## config.mk

```make
export PLATFORM = sky130hd
export DESIGN_NAME = button_debounce_long_press
export DESIGN_NICKNAME = d
export VERILOG_FILES = /design/src/bdlp_pkg.sv /design/src/bdlp_core.sv /design/src/bdlp_cfg_regs.sv /design/src/button_debounce_long_press.sv
export SDC_FILE = /design/constraint.sdc
export NUM_CORES = 1
export LEC_CHECK = 0
export BUFFER_PORTS_ARGS = -buffer_cell sky130_fd_sc_hd__buf_2
export CORE_ASPECT_RATIO = 0.75
export CORE_MARGIN = 5
export CORE_UTILIZATION = 49
export CTS_CLUSTER_SIZE = 40
export DETAILED_ROUTE_END_ITERATION = 16
export PLACE_DENSITY = 0.68
export SLEW_MARGIN = 15
export SYNTH_ARGS = -nofsm -noshare
export SYNTH_HDL_FRONTEND = slang
export SYNTH_SLANG_ARGS = --single-unit
```

## constraint.sdc

```tcl
create_clock -name i_clk -period 5.7 [get_ports i_clk]
set_input_delay 1.14 -clock i_clk [delete_from_list [all_inputs] [get_ports i_clk]]
set_output_delay 1.14 -clock i_clk [all_outputs]
set_load 0.01 [all_outputs]
```

## src/bdlp_pkg.sv

```systemverilog
// ----------------------------------------------------------------------------
// bdlp_pkg
// Types and constants shared by the button debouncer with long-press detection.
// ----------------------------------------------------------------------------
package bdlp_pkg;

    localparam int unsigned CFG_ADDR_W  = 8;
    localparam int unsigned CFG_DATA_W  = 16;
    localparam int unsigned IN_DATA_W   = 8;
    localparam int unsigned OUT_DATA_W  = 16;
    localparam int unsigned SEC_CNT_W   = 8;
    localparam int unsigned CHANGE_W    = 17;
    localparam int unsigned TICK_W      = 16;

    typedef logic [CFG_ADDR_W-1:0] t_cfg_addr;

    localparam t_cfg_addr CFG_DEBOUNCE_TICKS = 8'd0;
    localparam t_cfg_addr CFG_SECOND_TICKS   = 8'd1;
    localparam t_cfg_addr CFG_HOLD_LIMIT     = 8'd2;
    localparam t_cfg_addr CFG_IDLE_LEVEL     = 8'd3;

    localparam logic [TICK_W-1:0]    RST_DEBOUNCE_TICKS = 16'd50;
    localparam logic [TICK_W-1:0]    RST_SECOND_TICKS   = 16'd1000;
    localparam logic [SEC_CNT_W-1:0] RST_HOLD_LIMIT     = 8'd10;
    localparam logic                 RST_IDLE_LEVEL     = 1'b1;

    localparam logic [CHANGE_W-1:0]  CHANGE_MAX  = '1;
    localparam logic [TICK_W-1:0]    TICK_MAX    = '1;
    localparam logic [SEC_CNT_W-1:0] SEC_CNT_MAX = '1;

    typedef struct packed {
        logic [TICK_W-1:0]    debounce_ticks;
        logic [TICK_W-1:0]    second_ticks;
        logic [SEC_CNT_W-1:0] hold_limit;
        logic                 idle_level;
    } t_cfg;

    typedef struct packed {
        logic                 is_held;
        logic [SEC_CNT_W-1:0] held_seconds;
        logic                 reset_event;
        logic                 second_event;
        logic                 release_event;
        logic                 press_event;
        logic                 stable_level;
    } t_result;

endpackage

```

## src/bdlp_core.sv

```systemverilog
// ----------------------------------------------------------------------------
// bdlp_core
// Debounce and hold-timing state with its one-tick update.
// ----------------------------------------------------------------------------
module bdlp_core
    import bdlp_pkg::*;
(
    input  logic    i_clk,
    input  logic    i_rst_n,
    input  t_cfg    i_cfg,
    input  logic    i_en,
    input  logic    i_pin_level,
    output t_result o_res
);

    logic                 r_last_raw, n_last_raw;
    logic                 r_debounced, n_debounced;
    logic [CHANGE_W-1:0]  r_since_change, n_since_change;
    logic                 r_holding, n_holding;
    logic [TICK_W-1:0]    r_since_second, n_since_second;
    logic [SEC_CNT_W-1:0] r_seconds, n_seconds;

    logic                 take;
    logic                 press;
    logic                 release_ev;
    logic                 sec_ev;
    logic                 rst_ev;
    logic [TICK_W-1:0]    ss_mid;
    logic [SEC_CNT_W-1:0] cnt_mid;

    always_comb begin
        n_last_raw = i_pin_level;

        if (i_pin_level != r_last_raw) begin
            n_since_change = '0;
        end else if (r_since_change != CHANGE_MAX) begin
            n_since_change = r_since_change + 1'b1;
        end else begin
            n_since_change = r_since_change;
        end

        take = (n_since_change > {1'b0, i_cfg.debounce_ticks}) &&
               (r_debounced != i_pin_level);
        n_debounced = take ? i_pin_level : r_debounced;

        press      = take && (i_pin_level != i_cfg.idle_level) && !r_holding;
        release_ev = take && (i_pin_level == i_cfg.idle_level) && r_holding;

        if (press) begin
            n_holding = 1'b1;
        end else if (release_ev) begin
            n_holding = 1'b0;
        end else begin
            n_holding = r_holding;
        end

        if (press) begin
            ss_mid  = '0;
            cnt_mid = '0;
        end else begin
            ss_mid  = (r_holding && r_since_second != TICK_MAX) ?
                      r_since_second + 1'b1 : r_since_second;
            cnt_mid = r_seconds;
        end

        sec_ev = n_holding && (ss_mid >= i_cfg.second_ticks);
        rst_ev = 1'b0;
        n_since_second = ss_mid;
        n_seconds      = cnt_mid;
        if (sec_ev) begin
            n_since_second = '0;
            if (cnt_mid != SEC_CNT_MAX) begin
                n_seconds = cnt_mid + 1'b1;
                rst_ev    = (n_seconds == i_cfg.hold_limit);
            end
        end

        o_res.stable_level  = n_debounced;
        o_res.press_event   = press;
        o_res.release_event = release_ev;
        o_res.second_event  = sec_ev;
        o_res.reset_event   = rst_ev;
        o_res.held_seconds  = n_seconds;
        o_res.is_held       = n_holding;
    end

    always_ff @(posedge i_clk) begin
        if (!i_rst_n) begin
            r_last_raw     <= RST_IDLE_LEVEL;
            r_debounced    <= RST_IDLE_LEVEL;
            r_since_change <= CHANGE_MAX;
            r_holding      <= 1'b0;
            r_since_second <= '0;
            r_seconds      <= '0;
        end else if (i_en) begin
            r_last_raw     <= n_last_raw;
            r_debounced    <= n_debounced;
            r_since_change <= n_since_change;
            r_holding      <= n_holding;
            r_since_second <= n_since_second;
            r_seconds      <= n_seconds;
        end
    end

endmodule

```

## src/bdlp_cfg_regs.sv

```systemverilog
// ----------------------------------------------------------------------------
// bdlp_cfg_regs
// Configuration register file, written through its own valid/ready channel.
// ----------------------------------------------------------------------------
module bdlp_cfg_regs
    import bdlp_pkg::*;
(
    input  logic                  i_clk,
    input  logic                  i_rst_n,
    input  logic                  i_cfg_valid,
    output logic                  o_cfg_ready,
    input  t_cfg_addr             i_cfg_addr,
    input  logic [CFG_DATA_W-1:0] i_cfg_data,
    output t_cfg                  o_cfg
);

    t_cfg r_cfg, n_cfg;

    assign o_cfg_ready = 1'b1;
    assign o_cfg       = r_cfg;

    always_comb begin
        n_cfg = r_cfg;
        if (i_cfg_valid) begin
            unique case (i_cfg_addr)
                CFG_DEBOUNCE_TICKS: n_cfg.debounce_ticks = i_cfg_data[TICK_W-1:0];
                CFG_SECOND_TICKS:   n_cfg.second_ticks   = i_cfg_data[TICK_W-1:0];
                CFG_HOLD_LIMIT:     n_cfg.hold_limit     = i_cfg_data[SEC_CNT_W-1:0];
                CFG_IDLE_LEVEL:     n_cfg.idle_level     = i_cfg_data[0];
                default:            n_cfg = r_cfg;
            endcase
        end
    end

    always_ff @(posedge i_clk) begin
        if (!i_rst_n) begin
            r_cfg.debounce_ticks <= RST_DEBOUNCE_TICKS;
            r_cfg.second_ticks   <= RST_SECOND_TICKS;
            r_cfg.hold_limit     <= RST_HOLD_LIMIT;
            r_cfg.idle_level     <= RST_IDLE_LEVEL;
        end else begin
            r_cfg <= n_cfg;
        end
    end

endmodule

```

## src/button_debounce_long_press.sv

```systemverilog
// ----------------------------------------------------------------------------
// button_debounce_long_press
// Button debouncer with press/release, hold-second and long-press events.
// ----------------------------------------------------------------------------
// Each input item is one millisecond tick carrying the raw button level; each
// item yields exactly one result item. The block takes one item per clock
// unless result-side backpressure stalls it: the item is held in an input
// register, the debounce and hold counters update in compare-and-increment
// logic, and the result waits in an output register. Either register moves on
// as soon as the next stage frees, so the block holds at most two items and
// backpressure on the result side stalls the input side only once both
// registers are full.
module button_debounce_long_press
    import bdlp_pkg::*;
(
    input  logic                  i_clk,
    input  logic                  i_rst_n,
    // configuration write channel
    input  logic                  i_cfg_valid,
    output logic                  o_cfg_ready,
    input  logic [CFG_ADDR_W-1:0] i_cfg_addr,
    input  logic [CFG_DATA_W-1:0] i_cfg_data,
    // tick items in
    input  logic                  i_s_axis_tvalid,
    output logic                  o_s_axis_tready,
    input  logic [IN_DATA_W-1:0]  i_s_axis_tdata,  // [0] pin_level, [7:1] zero
    // result items out
    output logic                  o_m_axis_tvalid,
    input  logic                  i_m_axis_tready,
    // [0] stable_level, [1] press_event, [2] release_event, [3] second_event,
    // [4] reset_event, [12:5] held_seconds, [13] is_held, [15:14] zero
    output logic [OUT_DATA_W-1:0] o_m_axis_tdata
);

    t_cfg    cfg;
    t_result res;

    logic    r_in_vld;
    logic    r_in_pin;
    logic    r_out_vld;
    t_result r_out;
    logic    advance;

    bdlp_cfg_regs u_cfg (
        .i_clk       (i_clk),
        .i_rst_n     (i_rst_n),
        .i_cfg_valid (i_cfg_valid),
        .o_cfg_ready (o_cfg_ready),
        .i_cfg_addr  (i_cfg_addr),
        .i_cfg_data  (i_cfg_data),
        .o_cfg       (cfg)
    );

    assign advance         = !r_out_vld || i_m_axis_tready;
    assign o_s_axis_tready = !r_in_vld || advance;

    bdlp_core u_core (
        .i_clk       (i_clk),
        .i_rst_n     (i_rst_n),
        .i_cfg       (cfg),
        .i_en        (r_in_vld && advance),
        .i_pin_level (r_in_pin),
        .o_res       (res)
    );

    always_ff @(posedge i_clk) begin
        if (!i_rst_n) begin
            r_in_vld  <= 1'b0;
            r_out_vld <= 1'b0;
        end else begin
            if (o_s_axis_tready) begin
                r_in_vld <= i_s_axis_tvalid;
            end
            if (advance) begin
                r_out_vld <= r_in_vld;
            end
        end
    end

    always_ff @(posedge i_clk) begin
        if (o_s_axis_tready && i_s_axis_tvalid) begin
            r_in_pin <= i_s_axis_tdata[0];
        end
        if (advance && r_in_vld) begin
            r_out <= res;
        end
    end

    assign o_m_axis_tvalid = r_out_vld;
    assign o_m_axis_tdata  = {{(OUT_DATA_W - $bits(t_result)){1'b0}}, r_out};

`ifndef SYNTHESIS
    a_held_item_kept: assert property (@(posedge i_clk) disable iff (!i_rst_n)
        r_in_vld && !advance |=> r_in_vld && $stable(r_in_pin))
        else $error("pending input item lost under backpressure");

    a_press_holds: assert property (@(posedge i_clk) disable iff (!i_rst_n)
        r_out_vld && r_out.press_event |-> r_out.is_held && !r_out.release_event)
        else $error("press result without an active hold");

    a_release_idle: assert property (@(posedge i_clk) disable iff (!i_rst_n)
        r_out_vld && r_out.release_event |-> !r_out.is_held && !r_out.second_event)
        else $error("release result with hold still counting");

    a_reset_at_limit: assert property (@(posedge i_clk) disable iff (!i_rst_n)
        r_out_vld && r_out.reset_event |->
            r_out.second_event && r_out.held_seconds == cfg.hold_limit)
        else $error("reset event off the hold limit");
`endif

endmodule

```

======== After elaboration in Yosys (flattened, before gate mapping) ========
Index checks and enable logic that the tools add are counted.
storage, ports and cells
  bits in registers ....................... 102
  memory bits (read-only) ................. 0
  input port bits ......................... 37
  output and inout bits ................... 19
  word-level logic and storage cells ...... 67
  memory bits (writable) .................. 0
  memories kept ........................... 0
  bits in latches ......................... 0
cells by class
  reduce and logical (&&, ||, !) cells .... 20
  add/sub/neg operators ................... 3
  muxes and demuxes ....................... 11
  divide/modulo/power cells ............... 0
  $mul .................................... 0
  bitwise operators ....................... 0
  magnitude comparators ................... 2
  eq/ne operators ......................... 11
  shifts and indexed selects .............. 0
operators with widths
  cell                                                  count
  2-to-1 mux 16 bit                                     3
  2-to-1 mux 17 bit                                     2
  2-to-1 mux 8 bit                                      3
  adder 17 x 1 -> 17 bit (second input constant)        1
  greater-than comparator 17 x 16 -> 1 bit              1
  != test 17 bit (second input constant)                1
  adder 16 x 1 -> 16 bit (second input constant)        1
  equality test 8 x 2 -> 1 bit (second input constant)  2
  greater-or-equal comparator 16 bit                    1
  != test 16 bit (second input constant)                1
  AND reduction 2 bit                                   5
  logical AND 1 bit                                     9
  adder 8 x 1 -> 8 bit (second input constant)          1
  equality test 8 x 1 -> 1 bit (second input constant)  1
  equality test 8 bit                                   1
  logical NOT 8 bit                                     1
  != test 8 bit (second input constant)                 1
  logical NOT 1 bit                                     3
  2-to-1 mux 1 bit                                      3
  != test 1 bit                                         3
  logical OR 1 bit                                      2
  equality test 1 bit                                   1

======== Depth between registers and ports, before layout ========
  word-level depth ........................ 11
  gate-level depth with buffers ........... 30
  mapped depth without buffers ............ 27

======== Hierarchy ========
From an unflattened synthesis, not the netlist that was laid out.
unflattened totals
  cell total of the unflattened synthesis .. 747
  area, all modules ....................... 6,323.6 um2
modules (own cells, without submodules)
  module                      area an instance (um2)  cells an instance  times used  seq. area each (um2)
  bdlp_core                   4,042.6                 552                1           880.8
  bdlp_cfg_regs               1,707.9                 168                1           820.8
  button_debounce_long_press  573.0                   27                 1           490.5

======== Worst setup path before layout ========
Ideal clock, no wire load.
  kind .................................... reg2reg
  start ................................... register r_in_pin
  end ..................................... register r_out (netlist bit o_m_axis_tdata[12]), data pin
  setup time .............................. 0.269 ns
  required time ........................... 5.431 ns
  clock period less this slack ............ 5.766 ns
  arrival ................................. 5.498 ns
  path buffers ............................ 7
  cell stages (with the launch flop) ...... 26
  slack ................................... -0.066 ns
  cell sequence ........................... edfxtp_1 > buf_2 > xor2_1 > clkbuf_1 > clkbuf_1 > clkbuf_1 > nor2_1 > ha_1 > nand4_1 > nor3_1 > o2bb2ai_1 > o221ai_4 > nand2_4 > inv_2 > buf_2 > buf_1 > or2_2 > ha_1 > nand2b_1 > a21o_1 > a211oi_1 > o21ai_1 > a221o_1 > nand2_1 > clkbuf_1 > o31ai_1
RTL lines
  what                    RTL line                          source
  start, declared         button_debounce_long_press.sv:39  logic r_in_pin;
  start signal, assigned  button_debounce_long_press.sv:82  r_in_pin <= i_s_axis_tdata[0];
  end signal, assigned    button_debounce_long_press.sv:85  r_out <= res;
  end, declared           button_debounce_long_press.sv:41  t_result r_out;

==> impl_metrics.ini <==
[outcome]
outcome = finished, final reports clean

[logic_synthesis]
yosysSeqAreaShare = 0.371
ys.flop_type = dfxtp_1
syn_area_per_cell_sq_um = 8.57
synthCells = 689
synth_area_leader_cell = dfxtp_1
synth_area_leaders = dfxtp_1 29%, edfxtp_1 7.6%, ha_1 7.4%
async_flop_share = 0
synth_warnings = 0
synth_top_area_frac = 0.295
synth_area_sq_mm = 0.00591
synth_edf_count = 15
ys_ff_latch = 102
synth_cell_types = 65

[timing]
worstMarginPinSlew_ns = 1.09
post-route-min-period_ns = 5.41
layout_setup_ws_ns = 0.291
finalCritPeriodShare = 0.949
finalSetupViolCount = 0
tns_ns = 0
drv_slew = 0
slew_headroom = 0.272
finClkSkew_ns = 0.00752
hold_viol_final = 0
max_freq_ghz = 0.185

[route]
vias = 5112
viasPerCell = 5.68
ant_nets = 0
drc = 0
drt_pass1_iterations = 7
wl_um = 14600
avgRoutedWirePerCell_um = 16.3
drt_iter0_drc = 332

[final_layout]
finalInstanceArea_sq_mm = 0.00673
area_growth_pct = 13.9
fin_cells = 900
drive_gt1_frac = 0.164
finalNetCount = 805
num-fill-cells = 1038
antenna_cells = 0

[clock_tree]
path_clk_slew_ns = 0.07
cts_buffers = 9
h-tree-depth = 3
tritoncts = done
worstSkewPairLatency_ns = 0.35
cts_root_buf = clkbuf_16
clkSinkCount = 102
cts_max_path_buffers = 2

[setup_path]
r2r_start = u_core.r_since_change[11]
cp.arrival_ns = 5.68
cp-start-kind = register
critPathCaptureType = register
critPathMaxFanout = 7
startpoint = u_core.r_since_change[11]
required_ns = 5.97
timing_worst_setup_path_type = register to register

[power]
leakage_nw = 2.80
power_density_mw_per_mm2 = 248
worst_ir_drop_vdd_v = 0.000175

[place]
place.detailed.hpwl_um = 10500
placed_cells = 883
io_buffer_count = 45
dp_slack_ns = 0.143
place_congestion = 0.857
placed_cell_area_sq_mm = 0.00640

[die]
ios = 56
die_h_um = 105
die_area_sq_mm = 0.0144
die_w_um = 137
rows = 34
core_sq_mm = 0.0117
initial_utilization = 0.505

[hold_path]
worstHoldPathType = register to register
min_from = u_cfg.o_cfg[17]

[global_routing]
overflow = 0
grt_max_degree = 48
grt_pass1_vias = 4953
grt_pass1_wl_um = 23800
antenna_found_initial = 0
globalRouteTotalUtil = 0.207

[run]
cap_violations = 0
[critical path, cell delays in order, from the launching register on]
cell and delay (ns):
dfxtp_2 0.34, and4_4 0.19, and4_4 0.22, a31oi_1 0.21
nor2b_1 0.18, buf_4 0.17, nand4_1 0.17, xor2_1 0.18
nor2_1 0.10, ha_1 0.27, a21oi_1 0.17, a21oi_1 0.11
o2bb2ai_1 0.22, o221ai_4 0.16, nand2_4 0.10, inv_4 0.06
nor2_2 0.15, ha_1 0.27, a21o_1 0.20, a21o_1 0.19
a2111oi_2 0.31, o21ai_1 0.14, a221o_1 0.40, nand2_1 0.13
inv_2 0.04, or3_1 0.44, o22ai_1 0.18
[registers in the layout, summed over array words and instances, names as in the netlist]
name,flops
o_m_axis_tdata,14
o_m_axis_tvalid,1
r_in_pin,1
r_in_vld,1
u_cfg.o_cfg,41
u_core.r_debounced,1
u_core.r_holding,1
u_core.r_last_raw,1
u_core.r_seconds,8
u_core.r_since_change,17
u_core.r_since_second,16
[synthesized netlist by cell type, types with 13 or more instances]
| cell type | instances |
|---|---|
| clkbuf_1 | 27 |
| o311ai_0 | 13 |
| xnor2_1 | 18 |
| ha_1 | 35 |
| nand4_1 | 13 |
| nor2_1 | 85 |
| nand2_1 | 76 |
| nand3_1 | 24 |
| edfxtp_1 | 15 |
| dfxtp_1 | 87 |
| xor2_1 | 23 |
| a21oi_1 | 32 |
| mux2i_1 | 40 |
| inv_1 | 41 |
[metal layers]
| metal | global-route usage | part of all wire |
|---|---|---|
| met2 | 0.319 | 0.45 |
| met4 | 0.0734 | 0.017 |
| met3 | 0.0394 | 0.058 |
| met5 | 0 | 0 |
| met1 | 0.291 | 0.48 |
[layout by cell type, fill, tap and decap left out, drive strengths merged, types with 3 or more instances in the layout]
cell type / Yosys / routed
inv: 43 / 43
buf: 16 / 75
conb: 2 / 3
nand3b: 6 / 6
and3: 4 / 4
or2: 3 / 3
nor2b: 4 / 4
xnor2: 18 / 18
a32o: 9 / 9
xor2: 23 / 23
clkbuf: 27 / 11
nand3: 24 / 24
o311ai: 14 / 14
ha: 35 / 35
a211oi: 4 / 4
or4: 5 / 5
nor2: 85 / 85
nor3: 5 / 5
clkinv: 1 / 6
o221ai: 3 / 3
and2: 4 / 4
nand2: 77 / 77
mux2i: 40 / 40
o21ai: 20 / 20
a21o: 9 / 9
o211ai: 9 / 9
dfxtp: 87 / 87
o31ai: 3 / 3
a21oi: 33 / 33
or3: 8 / 8
edfxtp: 15 / 15
nand2b: 4 / 4
a31oi: 11 / 11
nand4: 13 / 13
[cell families (layout without fill, tap and decap cells)]
logic type                 after synthesis  in the layout  synth area share
adders and majority gates               35             35            0.0741
buffers and inverters                   87            135            0.0599
DFF                                    102            102             0.371
AOI/OAI and AO/OA                      129            129             0.163
and+or+nand+nor                        252            252             0.200
xor gates and xnor gates                41             41            0.0608
other                                    2              3           0.00127
muxes                                   41             41            0.0697
[metrics by stage]
step / total power [mW] / hold slack (ns) / util
4_1_cts: 1.66 / 0.482 / 0.569
3_3_place_gp: 1.09 / 0.463 / 0.547
3_5_place_dp: 1.10 / 0.465 / 0.547
5_1_grt: 1.74 / 0.503 / 0.575
6_report: 1.67 / 0.484 / 0.575
2_1_floorplan: 0.992 / 0.445 / -
[report_power, final]
group,internal [mW],switching (mW)
registers,0.749,0.0185
clock network,0.293,0.269
logic,0.134,0.204
[repair_timing]
item | 4_1_cts | 5_1_grt
endpoints found under the setup margin | 0 | 32
hold buffers | 0 | 0
resized for setup | 0 | 21
buffers inserted | 0 | 1
[final cells by class]
class	count	area (sq um)	share of cell area
clock buffers	11	233	0.0346
clock inverters	5	26.3	0.00391
inverters	44	168	0.0249
multi-input cells	501	3440	0.511
flip-flops and latches	102	2200	0.327
well taps	162	203	0.0301
repair buffers	75	463	0.0688
[worst paths after layout]
path | slack [ns] | cells past startpoint | to
setup reg to reg | 0.29 | 26 | u_core.r_since_second[9]
hold / removal | 0.48 | 2 | u_cfg.o_cfg[17]
hold reg to reg | 0.48 | 2 | u_cfg.o_cfg[17]
setup / recovery | 0.29 | 26 | u_core.r_since_second[9]
Note: power is estimated with default switching activity, not from simulation.
